**config.mk**
```make
export PLATFORM = sky130hd
export DESIGN_NAME = sha256_stream_hasher_unit
export DESIGN_NICKNAME = d
export VERILOG_FILES = /design/src/hw/rtl/sha_pkg.sv /design/src/hw/rtl/sha256_stream_hasher_unit.sv /design/src/hw/rtl/sha_ram.sv /design/src/hw/rtl/sha_core.sv
export SDC_FILE = /design/constraint.sdc
export NUM_CORES = 2
export LEC_CHECK = 0
export BUFFER_PORTS_ARGS = -buffer_cell sky130_fd_sc_hd__buf_4
export CAP_MARGIN = 20
export CORE_UTILIZATION = 50
export CTS_BUF_LIST = sky130_fd_sc_hd__clkbuf_4
export DETAILED_ROUTE_END_ITERATION = 16
export PLACE_DENSITY = 0.65
export SYNTH_ARGS = -nofsm -noshare
export SYNTH_HDL_FRONTEND = slang
export SYNTH_SLANG_ARGS = --single-unit
```
**constraint.sdc**
```tcl
create_clock -name clock -period 12.4 [get_ports clock]
set_input_delay 1.24 -clock clock [delete_from_list [all_inputs] [get_ports clock]]
set_output_delay 1.24 -clock clock [all_outputs]
set_load 0.03 [all_outputs]
```
**src/hw/rtl/sha_pkg.sv**
```systemverilog
package sha_pkg;

   localparam int BLK_WORDS = 16;
   localparam int ROUNDS   = 64;
   localparam logic [7:0] PAD_MARK = 8'h80;
   localparam logic [5:0] LEN_POS  = 6'd56;

   typedef enum logic [1:0] {
      ST_IDLE,
      ST_ROUND,
      ST_PAD,
      ST_EMIT
   } state_type;

   function automatic logic [31:0] init_hash(input logic [2:0] i);
      logic [31:0] v;
      begin
         unique case (i)
            3'd0: v = 32'h6a09e667;
            3'd1: v = 32'hbb67ae85;
            3'd2: v = 32'h3c6ef372;
            3'd3: v = 32'ha54ff53a;
            3'd4: v = 32'h510e527f;
            3'd5: v = 32'h9b05688c;
            3'd6: v = 32'h1f83d9ab;
            default: v = 32'h5be0cd19;
         endcase
         return v;
      end
   endfunction

   function automatic logic [31:0] kround(input logic [5:0] t);
      logic [31:0] k [64];
      begin
         k = '{
            32'h428a2f98, 32'h71374491, 32'hb5c0fbcf, 32'he9b5dba5,
            32'h3956c25b, 32'h59f111f1, 32'h923f82a4, 32'hab1c5ed5,
            32'hd807aa98, 32'h12835b01, 32'h243185be, 32'h550c7dc3,
            32'h72be5d74, 32'h80deb1fe, 32'h9bdc06a7, 32'hc19bf174,
            32'he49b69c1, 32'hefbe4786, 32'h0fc19dc6, 32'h240ca1cc,
            32'h2de92c6f, 32'h4a7484aa, 32'h5cb0a9dc, 32'h76f988da,
            32'h983e5152, 32'ha831c66d, 32'hb00327c8, 32'hbf597fc7,
            32'hc6e00bf3, 32'hd5a79147, 32'h06ca6351, 32'h14292967,
            32'h27b70a85, 32'h2e1b2138, 32'h4d2c6dfc, 32'h53380d13,
            32'h650a7354, 32'h766a0abb, 32'h81c2c92e, 32'h92722c85,
            32'ha2bfe8a1, 32'ha81a664b, 32'hc24b8b70, 32'hc76c51a3,
            32'hd192e819, 32'hd6990624, 32'hf40e3585, 32'h106aa070,
            32'h19a4c116, 32'h1e376c08, 32'h2748774c, 32'h34b0bcb5,
            32'h391c0cb3, 32'h4ed8aa4a, 32'h5b9cca4f, 32'h682e6ff3,
            32'h748f82ee, 32'h78a5636f, 32'h84c87814, 32'h8cc70208,
            32'h90befffa, 32'ha4506ceb, 32'hbef9a3f7, 32'hc67178f2};
         return k[t];
      end
   endfunction

endpackage

```
**src/hw/rtl/sha256_stream_hasher_unit.sv**
```systemverilog
// SHA-256 hasher over a byte stream.
// Input words arrive on req_valid/req_ready carrying req_data_byte,
// req_byte_valid and req_last. Bytes are packed big-endian into 32-bit
// message words and written into the schedule RAM of the compression
// engine, each word once its fourth byte is taken in the idle state.
// When the 64th byte of a block is taken the engine runs 64 rounds
// (four reads through the single read port of that RAM, one write back
// and one round update), so req_ready stays low until that compression
// is done; every other byte is taken without a stall.
// A word with req_last set pads the message: each remaining byte
// position in turn is written with 0x80, zeros and the 64-bit bit
// length, then the block is compressed. If the length no longer fits, a
// second block of padding and compression follows. Eight digest words
// are then offered on rsp_valid/rsp_ready, word 0 first, one per cycle
// while the receiver is ready. A stalled receiver simply holds the
// current digest word; no input is taken until all eight are delivered.
// The chaining state then returns to the initial values. Reset is
// synchronous and returns the block to idle with the initial hash and a
// zero byte count; no clearing pass is needed.
module sha256_stream_hasher_unit
   import sha_pkg::*;
(
   input  logic        clock,
   input  logic        reset,
   input  logic        req_valid,
   output logic        req_ready,
   input  logic [7:0]  req_data_byte,
   input  logic        req_byte_valid,
   input  logic        req_last,
   output logic        rsp_valid,
   input  logic        rsp_ready,
   output logic [31:0] rsp_digest_word,
   output logic [2:0]  rsp_word_index,
   output logic        rsp_last_word
);

   state_type    st_ff, st_in;
   logic [255:0] hash_ff, hash_in;
   logic [63:0]  cnt_ff, cnt_in;
   logic [5:0]   fill_ff, fill_in;
   logic [23:0]  part_ff, part_in;
   logic         mark_ff, mark_in;
   logic         len_blk_ff, len_blk_in;
   logic         pad_ff, pad_in;
   logic         fin_ff, fin_in;
   logic [2:0]   idx_ff, idx_in;
   logic         ld_en;
   logic [3:0]   ld_addr;
   logic [31:0]  ld_data;
   logic         start;
   logic [255:0] hout;
   logic         done;
   logic [63:0]  bits;
   logic [5:0]   len_lsb;
   logic [7:0]   pb;

   sha_core u_core (
      .clock(clock), .reset(reset), .start(start),
      .ld_en(ld_en), .ld_addr(ld_addr), .ld_data(ld_data),
      .hin(hash_ff), .hout(hout), .done(done)
   );

   // The message length in bits wraps modulo 2^64 with the byte count.
   assign bits    = {cnt_ff[60:0], 3'b000};
   assign len_lsb = {3'd7 - fill_ff[2:0], 3'b000};

   // Padding byte for the current position. mark_ff means the 0x80 byte
   // still has to be placed; len_blk_ff means this block ends with the
   // length, most significant byte at position 56.
   always_comb begin
      if (mark_ff) pb = PAD_MARK;
      else if (len_blk_ff && fill_ff >= LEN_POS) pb = bits[len_lsb +: 8];
      else pb = 8'h00;
   end

   always_comb begin
      st_in = st_ff; hash_in = hash_ff; cnt_in = cnt_ff; fill_in = fill_ff;
      part_in = part_ff; mark_in = mark_ff; len_blk_in = len_blk_ff;
      pad_in = pad_ff; fin_in = fin_ff; idx_in = idx_ff;
      ld_en = 1'b0; ld_addr = fill_ff[5:2]; ld_data = '0;
      start = 1'b0; req_ready = 1'b0;
      unique case (st_ff)
         ST_IDLE: begin
            req_ready = 1'b1;
            if (req_valid) begin
               if (req_byte_valid) begin
                  cnt_in = cnt_ff + 64'd1;
                  fill_in = fill_ff + 6'd1;
                  part_in = {part_ff[15:0], req_data_byte};
                  if (fill_ff[1:0] == 2'd3) begin
                     ld_en = 1'b1;
                     ld_data = {part_ff, req_data_byte};
                  end
                  if (fill_ff == 6'd63) begin
                     // A last byte that fills the block puts all padding
                     // into a fresh block after this compression.
                     start = 1'b1;
                     st_in = ST_ROUND;
                     fin_in = 1'b0;
                     pad_in = req_last;
                     mark_in = req_last;
                     len_blk_in = req_last;
                  end else if (req_last) begin
                     st_in = ST_PAD; pad_in = 1'b1; mark_in = 1'b1;
                     len_blk_in = (fill_ff + 6'd1 < LEN_POS);
                  end
               end else if (req_last) begin
                  st_in = ST_PAD; pad_in = 1'b1; mark_in = 1'b1;
                  len_blk_in = (fill_ff < LEN_POS);
               end
            end
         end
         ST_PAD: begin
            mark_in = 1'b0;
            fill_in = fill_ff + 6'd1;
            part_in = {part_ff[15:0], pb};
            if (fill_ff[1:0] == 2'd3) begin
               ld_en = 1'b1;
               ld_data = {part_ff, pb};
            end
            if (fill_ff == 6'd63) begin
               start = 1'b1; st_in = ST_ROUND; fin_in = len_blk_ff;
            end
         end
         ST_ROUND: begin
            if (done) begin
               hash_in = hout;
               if (fin_ff) begin
                  st_in = ST_EMIT; idx_in = '0;
               end else if (pad_ff) begin
                  // The length goes into the next block.
                  st_in = ST_PAD; len_blk_in = 1'b1;
               end else begin
                  st_in = ST_IDLE;
               end
            end
         end
         ST_EMIT: begin
            if (rsp_ready) begin
               idx_in = idx_ff + 3'd1;
               if (idx_ff == 3'd7) begin
                  st_in = ST_IDLE;
                  for (int i = 0; i < 8; i++) hash_in[255 - 32*i -: 32] = init_hash(3'(i));
                  cnt_in = '0; fill_in = '0; pad_in = 1'b0; fin_in = 1'b0;
                  mark_in = 1'b0; len_blk_in = 1'b0;
               end
            end
         end
         default: st_in = ST_IDLE;
      endcase
   end

   always_ff @(posedge clock) begin
      if (reset) begin
         st_ff <= ST_IDLE;
         for (int i = 0; i < 8; i++) hash_ff[255 - 32*i -: 32] <= init_hash(3'(i));
         cnt_ff <= '0; fill_ff <= '0; mark_ff <= 1'b0; len_blk_ff <= 1'b0;
         pad_ff <= 1'b0; fin_ff <= 1'b0; idx_ff <= '0; part_ff <= '0;
      end else begin
         st_ff <= st_in; hash_ff <= hash_in; cnt_ff <= cnt_in; fill_ff <= fill_in;
         mark_ff <= mark_in; len_blk_ff <= len_blk_in; pad_ff <= pad_in;
         fin_ff <= fin_in; idx_ff <= idx_in; part_ff <= part_in;
      end
   end

   assign rsp_valid       = (st_ff == ST_EMIT);
   assign rsp_digest_word = hash_ff[255 - 32*idx_ff -: 32];
   assign rsp_word_index  = idx_ff;
   assign rsp_last_word   = (idx_ff == 3'd7);

   a_no_req_in_emit: assert property (@(posedge clock) disable iff (reset)
      rsp_valid |-> !req_ready) else $error("input taken during digest");
   a_idx_hold: assert property (@(posedge clock) disable iff (reset)
      rsp_valid && !rsp_ready |=> $stable(rsp_word_index)) else $error("index moved");
   a_last_word: assert property (@(posedge clock) disable iff (reset)
      rsp_valid && rsp_ready && rsp_last_word |=> !rsp_valid) else $error("extra word");

endmodule

```
**src/hw/rtl/sha_ram.sv**
```systemverilog
module sha_ram #(
   parameter int WIDTH = 32,
   parameter int DEPTH = 16
) (
   input  logic                     clock,
   input  logic                     wr_en,
   input  logic [$clog2(DEPTH)-1:0] wr_addr,
   input  logic [WIDTH-1:0]         wr_data,
   input  logic [$clog2(DEPTH)-1:0] rd_addr,
   output logic [WIDTH-1:0]         rd_data
);

   logic [WIDTH-1:0] mem_ff [DEPTH];
   logic [WIDTH-1:0] rd_data_ff;

   always_ff @(posedge clock) begin
      if (wr_en) begin
         mem_ff[wr_addr] <= wr_data;
      end
      rd_data_ff <= mem_ff[rd_addr];
   end

   assign rd_data = rd_data_ff;

endmodule

```
**src/hw/rtl/sha_core.sv**
```systemverilog
// Compression engine. The sixteen message words sit in a 16-entry RAM
// that doubles as the rolling schedule window. Each round steps through
// reads of w[t-15], w[t-2], w[t-7] and the slot itself on the single
// read port, forming the new word and writing it back, and then the
// round update.
module sha_core
   import sha_pkg::*;
(
   input  logic         clock,
   input  logic         reset,
   input  logic         start,
   input  logic         ld_en,
   input  logic [3:0]   ld_addr,
   input  logic [31:0]  ld_data,
   input  logic [255:0] hin,
   output logic [255:0] hout,
   output logic         done
);

   localparam logic [2:0] PH_ADDR15   = 3'd0;
   localparam logic [2:0] PH_ADDR2    = 3'd1;
   localparam logic [2:0] PH_ADDR7    = 3'd2;
   localparam logic [2:0] PH_ADDRSLOT = 3'd3;
   localparam logic [2:0] PH_WORD     = 3'd4;
   localparam logic [2:0] PH_ROUND    = 3'd5;

   logic [31:0] a_ff, b_ff, c_ff, d_ff, e_ff, f_ff, g_ff, h_ff;
   logic [5:0]  t_ff;
   logic [2:0]  ph_ff;
   logic        run_ff;
   logic        done_ff;
   logic [31:0] w15_ff, w2_ff, pre_ff, w_ff;
   logic [3:0]  rd_addr;
   logic [31:0] rd_data;
   logic        wr_en;
   logic [3:0]  wr_addr;
   logic [31:0] wr_data;
   logic [31:0] w_new, s0, s1, big0, big1, ch, maj, x1, x2;

   sha_ram #(.WIDTH(32), .DEPTH(BLK_WORDS)) u_win (
      .clock  (clock),
      .wr_en  (wr_en),
      .wr_addr(wr_addr),
      .wr_data(wr_data),
      .rd_addr(rd_addr),
      .rd_data(rd_data)
   );

   always_comb begin
      case (ph_ff)
         PH_ADDR15: rd_addr = t_ff[3:0] - 4'd15;
         PH_ADDR2:  rd_addr = t_ff[3:0] - 4'd2;
         PH_ADDR7:  rd_addr = t_ff[3:0] - 4'd7;
         default:   rd_addr = t_ff[3:0];
      endcase
   end

   always_comb begin
      s0 = {w15_ff[6:0], w15_ff[31:7]} ^ {w15_ff[17:0], w15_ff[31:18]}
           ^ (w15_ff >> 3);
      s1 = {w2_ff[16:0], w2_ff[31:17]} ^ {w2_ff[18:0], w2_ff[31:19]}
           ^ (w2_ff >> 10);
      w_new = (t_ff < 6'd16) ? rd_data : rd_data + pre_ff;
      big1 = {e_ff[5:0], e_ff[31:6]} ^ {e_ff[10:0], e_ff[31:11]}
             ^ {e_ff[24:0], e_ff[31:25]};
      ch   = (e_ff & f_ff) ^ (~e_ff & g_ff);
      x1   = h_ff + big1 + ch + kround(t_ff) + w_ff;
      big0 = {a_ff[1:0], a_ff[31:2]} ^ {a_ff[12:0], a_ff[31:13]}
             ^ {a_ff[21:0], a_ff[31:22]};
      maj  = (a_ff & b_ff) ^ (a_ff & c_ff) ^ (b_ff & c_ff);
      x2   = big0 + maj;
   end

   // The top level only loads words while the engine is idle.
   assign wr_en   = ld_en | (run_ff && ph_ff == PH_WORD);
   assign wr_addr = ld_en ? ld_addr : t_ff[3:0];
   assign wr_data = ld_en ? ld_data : w_new;

   always_ff @(posedge clock) begin
      if (reset) begin
         run_ff <= 1'b0; done_ff <= 1'b0; ph_ff <= PH_ADDR15; t_ff <= '0;
      end else begin
         done_ff <= 1'b0;
         if (start) begin
            run_ff <= 1'b1; ph_ff <= PH_ADDR15; t_ff <= '0;
         end else if (run_ff) begin
            if (ph_ff == PH_ROUND) begin
               ph_ff <= PH_ADDR15;
               t_ff  <= t_ff + 6'd1;
               if (t_ff == 6'(ROUNDS - 1)) begin
                  run_ff <= 1'b0; done_ff <= 1'b1;
               end
            end else begin
               ph_ff <= ph_ff + 3'd1;
            end
         end
      end
   end

   always_ff @(posedge clock) begin
      if (run_ff && ph_ff == PH_ADDR2) w15_ff <= rd_data;
      if (run_ff && ph_ff == PH_ADDR7) w2_ff <= rd_data;
      if (run_ff && ph_ff == PH_ADDRSLOT) pre_ff <= s0 + s1 + rd_data;
      if (run_ff && ph_ff == PH_WORD) w_ff <= w_new;
      if (start) begin
         {a_ff, b_ff, c_ff, d_ff, e_ff, f_ff, g_ff, h_ff} <= hin;
      end else if (run_ff && ph_ff == PH_ROUND) begin
         h_ff <= g_ff; g_ff <= f_ff; f_ff <= e_ff; e_ff <= d_ff + x1;
         d_ff <= c_ff; c_ff <= b_ff; b_ff <= a_ff; a_ff <= x1 + x2;
      end
   end

   assign hout = {hin[255:224] + a_ff, hin[223:192] + b_ff, hin[191:160] + c_ff,
                  hin[159:128] + d_ff, hin[127:96] + e_ff, hin[95:64] + f_ff,
                  hin[63:32] + g_ff, hin[31:0] + h_ff};
   assign done = done_ff;

   a_done_idle: assert property (@(posedge clock) disable iff (reset)
      done |-> !run_ff) else $error("core still running at done");
   a_start_idle: assert property (@(posedge clock) disable iff (reset)
      start |-> !run_ff) else $error("start while running");
   a_load_idle: assert property (@(posedge clock) disable iff (reset)
      ld_en |-> !run_ff) else $error("word load while running");

endmodule

```
* Word level (Yosys, flattened, before mapping)
Memory sizes are Yosys's and may differ from the RTL's. A register that Yosys moved wholly into a read port is not among the register bits. Index checks and enable logic that the tools add are counted.
Word-level totals: memories 2, output and inout bits 38, ROM bits 2048, input bits 14, word-level logic and storage cells 239, register bits 754, memory bits (writable) 512
Operators by class: mux-type cells 104, order comparisons 5, shift operators 2, add/sub/neg operators 28, reductions and logical operators 27, eq/ne operators 24, bitwise logic cells 21
Memory list:
- (name not given) | depth 64, width 32, rd ports 1, clocked after memory_dff 0, write ports 0, RTL line sha_pkg.sv:52 | return k[t];
- u_core.u_win.mem_ff | depth 16, width 32, rd ports 1, clocked after memory_dff 1, write ports 1, RTL line sha_ram.sv:13 | logic [WIDTH-1:0] mem_ff [DEPTH];
Operator list (number):
- $mux W256 | 3
- $mux W32 | 24
- $add A32 B32 Y32 | 18
- $pmux W256 S2 | 1
- $xor A32 B32 Y32 | 9
- $shiftx A287 B33 Y32 | 1
- $mux W64 | 4
- $and A32 B32 Y32 | 5
- $pmux W64 S2 | 1
- $add A64 B1 Y64 const B | 1
- $pmux W32 S2 | 1
- $shiftx A64 B7 Y8 | 1
- $mux W24 | 2
- $pmux W24 S2 | 1
- $mux W1 | 36
- $not A32 Y32 | 1
- $xor A32 B22 Y32 | 1
- $xor A32 B29 Y32 | 1
- $mux W6 | 4
- $mux W2 | 10
- $pmux W6 S3 | 1
- $mux W8 | 2
- $reduce_and A4 Y1 | 4
- $reduce_and A5 Y1 | 3
- 41 further kinds | 76

* Depth between registers and ports, before layout
word-level depth 9, mapped depth 44, depth with buffers taken out 42

* By module
A second synthesis with hierarchy kept.
Second synthesis, totals: cell total of the unflattened synthesis 7399, area total of the unflattened synthesis 80521.0 um^2
By module, submodules not included:
- sha_core | seq. area each 11751.3 um^2, cells each 4759, area an instance 44222.4 um^2, times used 1
- sha_ram | seq. area each 16015.4 um^2, cells each 838, area an instance 19835.3 um^2, times used 1
- sha256_stream_hasher_unit | seq. area each 7126.8 um^2, cells each 1802, area an instance 16463.3 um^2, times used 1

* Worst setup path before layout
Ideal clock, no wire load.
path kind flip-flop to flip-flop, start register u_core.t_ff[0], end register u_core.a_ff[29] (data pin), path buffers 2, setup slack 3.666 ns, stages on the path, launching flop included 42, clock period less this slack 8.734 ns, library setup time 0.135 ns, arrival time 8.599 ns, required time 12.265 ns, path through dfxtp_1 > clkbuf_1 > inv_2 > ha_1 > inv_1 > clkbuf_1 > nor2_1 > o311ai_0 > o21ai_0 > o21ai_0 > fa_1 > fa_1 > fa_1 > inv_1 > ha_1 > inv_1 > fa_1 > nor2b_1 > (+6 left out) > nor2b_1 > xnor2_1 > inv_1 > fa_1 > inv_1 > ha_1 > a21o_1 > a21oi_1 > nor2_1 > o21a_1 > o21ai_0 > a21oi_1 > a31oi_1 > o21a_1 > o21ai_0 > a21oi_1 > or4b_2 > nand3_1
Between the ends: longest elaborated chain between the ends 9
RTL lines:
- from (decl) | RTL line sha_core.sv:28 | logic [5:0] t_ff;
- from (signal assigned) | RTL line sha_core.sv:89 | t_ff <= t_ff + 6'd1;
- $not A6 Y7 (not written as such) | RTL line sha_pkg.sv:52
- $mem_v2 Z64 W32
- $mux W32 (not written as such) (2 in series) | RTL line sha_pkg.sv:52
- $add A32 B32 Y32 (2 in series) | RTL line sha_core.sv:67 | x1 = h_ff + big1 + ch + kround(t_ff) + w_ff;
- $add A32 B32 Y32 | RTL line sha_core.sv:109 | d_ff <= c_ff; c_ff <= b_ff; b_ff <= a_ff; a_ff <= x1 + x2;
- $mux W32 | RTL line sha_core.sv:107 | end else if (run_ff && ph_ff == PH_ROUND) begin
- $mux W32 | RTL line sha_core.sv:105 | if (start) begin
- to (signal assigned) | RTL line sha_core.sv:106 | {a_ff, b_ff, c_ff, d_ff, e_ff, f_ff, g_ff, h_ff} <= hin;
- to (decl) | RTL line sha_core.sv:27 | logic [31:0] a_ff, b_ff, c_ff, d_ff, e_ff, f_ff, g_ff, h_ff;
Every way passes these cells. The select of a mux whose other input is x is not followed. A chain may end at the register's enable or synchronous reset.

* Final worst setup path
Same ends and word-level chain as after synthesis.

==> summary.md <==
| Metric | Value |
|---|---|
| Number of post-CTS setup repair buffers | `0` |
| Biggest register | `u_core.u_win.mem_ff` |
| Starting Density | `0.506` |
| Clock transition at path regs | `approximately 0.070 ns` |
| Gate power share | `0.011` |
| Dominant synthesized flop cell | `edfxtp_1` |
| Hold Vio Cnt, Final | `0` |
| Setup crit start kind | `register` |
| Worst EP required | `13.57 ns` |
| Drt pass-1 iters | `8` |
| Status | `finished clean` |
| Final period utilization | `0.822` |
| Fin area | `~87000 um^2` |
| Syn avg cell area | `~10 um^2` |
| Routed WL | `256 mm` |
| RSZ-0062 raised after global routing | `false` |
| Net switching power | `between 1.5 and 2 mW` |
| DRC | `0` |
| Total Nets Final | `8407` |
| Seq/Total Area, Yosys | `0.440` |
| CTS Hold Bufs | `0` |
| Mapped Nets | `~8300` |
| Share of post-route cells with drive strength above 1 | `0.137` |
| Post_cts resized | `0` |
| Crit-path max cell delay | `between 0.6 and 0.7 ns` |
| Final setup TNS | `0 ns` |
| DP Worst Slack | `2.55 ns` |
| Clock power frac | `0.460` |
| Clock Skews | `roughly 0.13 ns` |
| Clk Latency, worst-skew pair | `about 1.4 ns` |
| Initial antenna violation count | `4` |
| Final HPWL DP | `180 mm` |
| Core ar. | `~160000 um^2` |
| CP dominant cell by count | `inv_1` |
| Iter 0 DRT Violations | `5460` |
| First-pass GRT wire length | `381 mm` |
| # port buffers | `51` |
| Final Max Tran Viols | `0` |
| Die H | `~400 um` |
| VDD IR max | `approximately 130 uV` |
| Commonest cells after routing, fill and taps aside | `nand2_1 (1049), edfxtp_1 (896), clkbuf_4 (569)` |
| Die area | `around 160000 um^2` |
| Synthesis-to-finish area growth | `9.32%` |
| Fillers | `13800` |
| CTS tree | `done` |
| Biggest regs | `u_core.u_win.mem_ff x512, hash_ff x256, cnt_ff x61` |
| Flop pwr share | `0.529` |
| Cell Int Power | `~6.7 mW` |
| CTS Buf Count | `370` |
| Largest net degree at the start of global routing | `about 170` |
| Max-cap viol count | `0` |
| CTS H-tree depth | `5` |
| # setup viols final | `0` |
| Crit Path Category | `register to register` |
| Via density | `just over 6` |
| Commonest non-fill, non-tap cell in the layout | `nand2_1` |
| Detail Route Antenna Nets | `0` |
| CTS root buf | `clkbuf_4` |
| Switching share of power | `0.227` |
| Leak | `33.4 nW` |
| Die X | `400 um` |
| Wire length per cell | `~25 um` |
| Maximum clock rate | `98.1 MHz` |
| CTS Buffer Depth | `4` |
| Slowest CP cell | `or4b_2` |
| FF+latch count, synth | `1295` |
| Post-Syn Instances | `roughly 7600` |
| Setup ws final | `2.20 ns` |
| Vias | `about 61000` |
| Library cells used by synthesis | `96` |
| Gr ovfl total | `0` |
| Site Rows | `between 100 and 150` |
| Post-synthesis cell area | `79300 um^2` |
| Final Wtd Congestion | `about 1` |
| Worst slew pin tran | `roughly 1.2 ns` |
| Min cycle time layout | `between 10 and 15 ns` |
| Setup crit end kind | `register` |
| Placed cell area | `around 82000 um^2` |
| EDFF count, synth | `roughly 900` |
| Vias in the first global route | `between 60000 and 70000` |
| Clock sinks | `1295` |
| CP max FO | `14` |
| I/O pin cnt | `52` |
| YS warnings | `0` |
| Ys async rst share | `0` |
| CP arrival | `~11 ns` |
| Slew HR | `0.171` |
| Gr usage total | `0.315` |
| Hold crit path type | `input port to register` |
| PD cells | `between 90 and 100 nW/um^2` |
| Max reg flops | `between 500 and 600` |
==> power by group through the flow <==
stage               registers, mW  clock network, mW  logic, mW
floorplan                    4.67                  0     0.0503
global placement             4.68                  0     0.0832
detailed placement           4.68                  0     0.0846
CTS                          4.58               4.07     0.0849
global route                 4.58               4.29     0.0971
finish                       4.58               3.98     0.0931
==> layer usage <==
layer | routed length [um] | track usage
met2 | 119000 | 0.505
met3 | 17000 | 0.0491
met1 | 106000 | 0.411
met5 | 0 | 0
met4 | 14400 | 0.171
==> cells in the mapped netlist, drive strengths merged (15+ instances only) <==
| cell | n | area (um^2) |
|---|---|---|
| o21bai | 59 | 450 |
| or3 | 34 | 213 |
| a31oi | 54 | 338 |
| a21oi | 533 | 2680 |
| mux2i | 68 | 681 |
| nand3 | 133 | 666 |
| o21ai | 400 | 2010 |
| edfxtp | 896 | 26900 |
| a21o | 219 | 1640 |
| and3 | 46 | 288 |
| o21a | 61 | 458 |
| nand4 | 30 | 188 |
| dfxtp | 399 | 7990 |
| o22ai | 87 | 544 |
| nand2 | 1054 | 3960 |
| o211ai | 33 | 248 |
| mux2 | 59 | 664 |
| or2 | 21 | 131 |
| clkbuf | 319 | 1200 |
| fa | 166 | 3320 |
| xor2 | 227 | 1990 |
| nor2 | 528 | 1980 |
| nor2b | 88 | 551 |
| and2 | 24 | 150 |
| inv | 381 | 1430 |
| nand2b | 64 | 400 |
| nor3 | 90 | 460 |
| a22oi | 82 | 616 |
| a211oi | 81 | 613 |
| a211o | 15 | 131 |
| ha | 428 | 5360 |
| mux4 | 210 | 4730 |
| xnor2 | 424 | 3720 |
| o31ai | 31 | 238 |
| buf | 64 | 254 |
| a21boi | 16 | 120 |
==> final timing paths <==
| kind | start | depth (start not counted) | slack [ns] | end |
|---|---|---|---|---|
| worst max-delay path | u_core.t_ff[0] | 39 | 2.20 | u_core.a_ff[29] |
| worst min-delay path | req_valid | 3 | 0.15 | mark_ff |
| worst max register to register | u_core.t_ff[0] | 39 | 2.20 | u_core.a_ff[29] |
| worst min register to register | part_ff[17] | 2 | 0.46 | part_ff[17] |
==> per-stage QoR <==
step	hold WS [ns]	power, mW	cells	util
floorplan	0.429	4.72	7647	-
CTS	0.0122	8.74	10100	0.552
global route	0.0601	8.96	10100	0.553
global placement	0.437	4.76	9477	0.522
detailed placement	0.451	4.76	9477	0.522
finish	0.154	8.66	10100	0.553
==> critical path, delay by kind of cell, from the launching register on <==
family          cells  cell delay (ns)
simple gates        7             1.65
flops               1             0.34
fa+ha+maj           7             3.01
compound gates     17             3.78
xor+xnor            1             0.24
buf+inv             7             0.94
==> cell type report <==
| cell class | instances | area [um^2] | area share |
|---|---|---|---|
| antenna | 14 | 35.0 | 0.000404 |
| multi-input combinational | 5588 | 41800 | 0.482 |
| sequential | 1295 | 34900 | 0.403 |
| inverter | 381 | 1430 | 0.0165 |
| tap | 2058 | 2570 | 0.0297 |
| clock buffer | 569 | 4270 | 0.0492 |
| clock inverter | 81 | 347 | 0.00400 |
| timing repair buffer | 163 | 1340 | 0.0155 |
==> cell families (layout without fill, tap and decap cells) <==
logic type / count (synthesis) / after routing / share of synthesized area
muxes: 337 / 337 / 0.0766
adders and majority gates: 596 / 596 / 0.110
AOI/OAI and AO/OA: 1826 / 1826 / 0.146
xor gates and xnor gates: 653 / 653 / 0.0725
buffers and inverters: 764 / 1194 / 0.0363
other: 0 / 14 / 0
and+or+nand+nor: 2176 / 2176 / 0.120
DFF: 1295 / 1295 / 0.440
No activity file was read; power rests on OpenSTA's default activity.
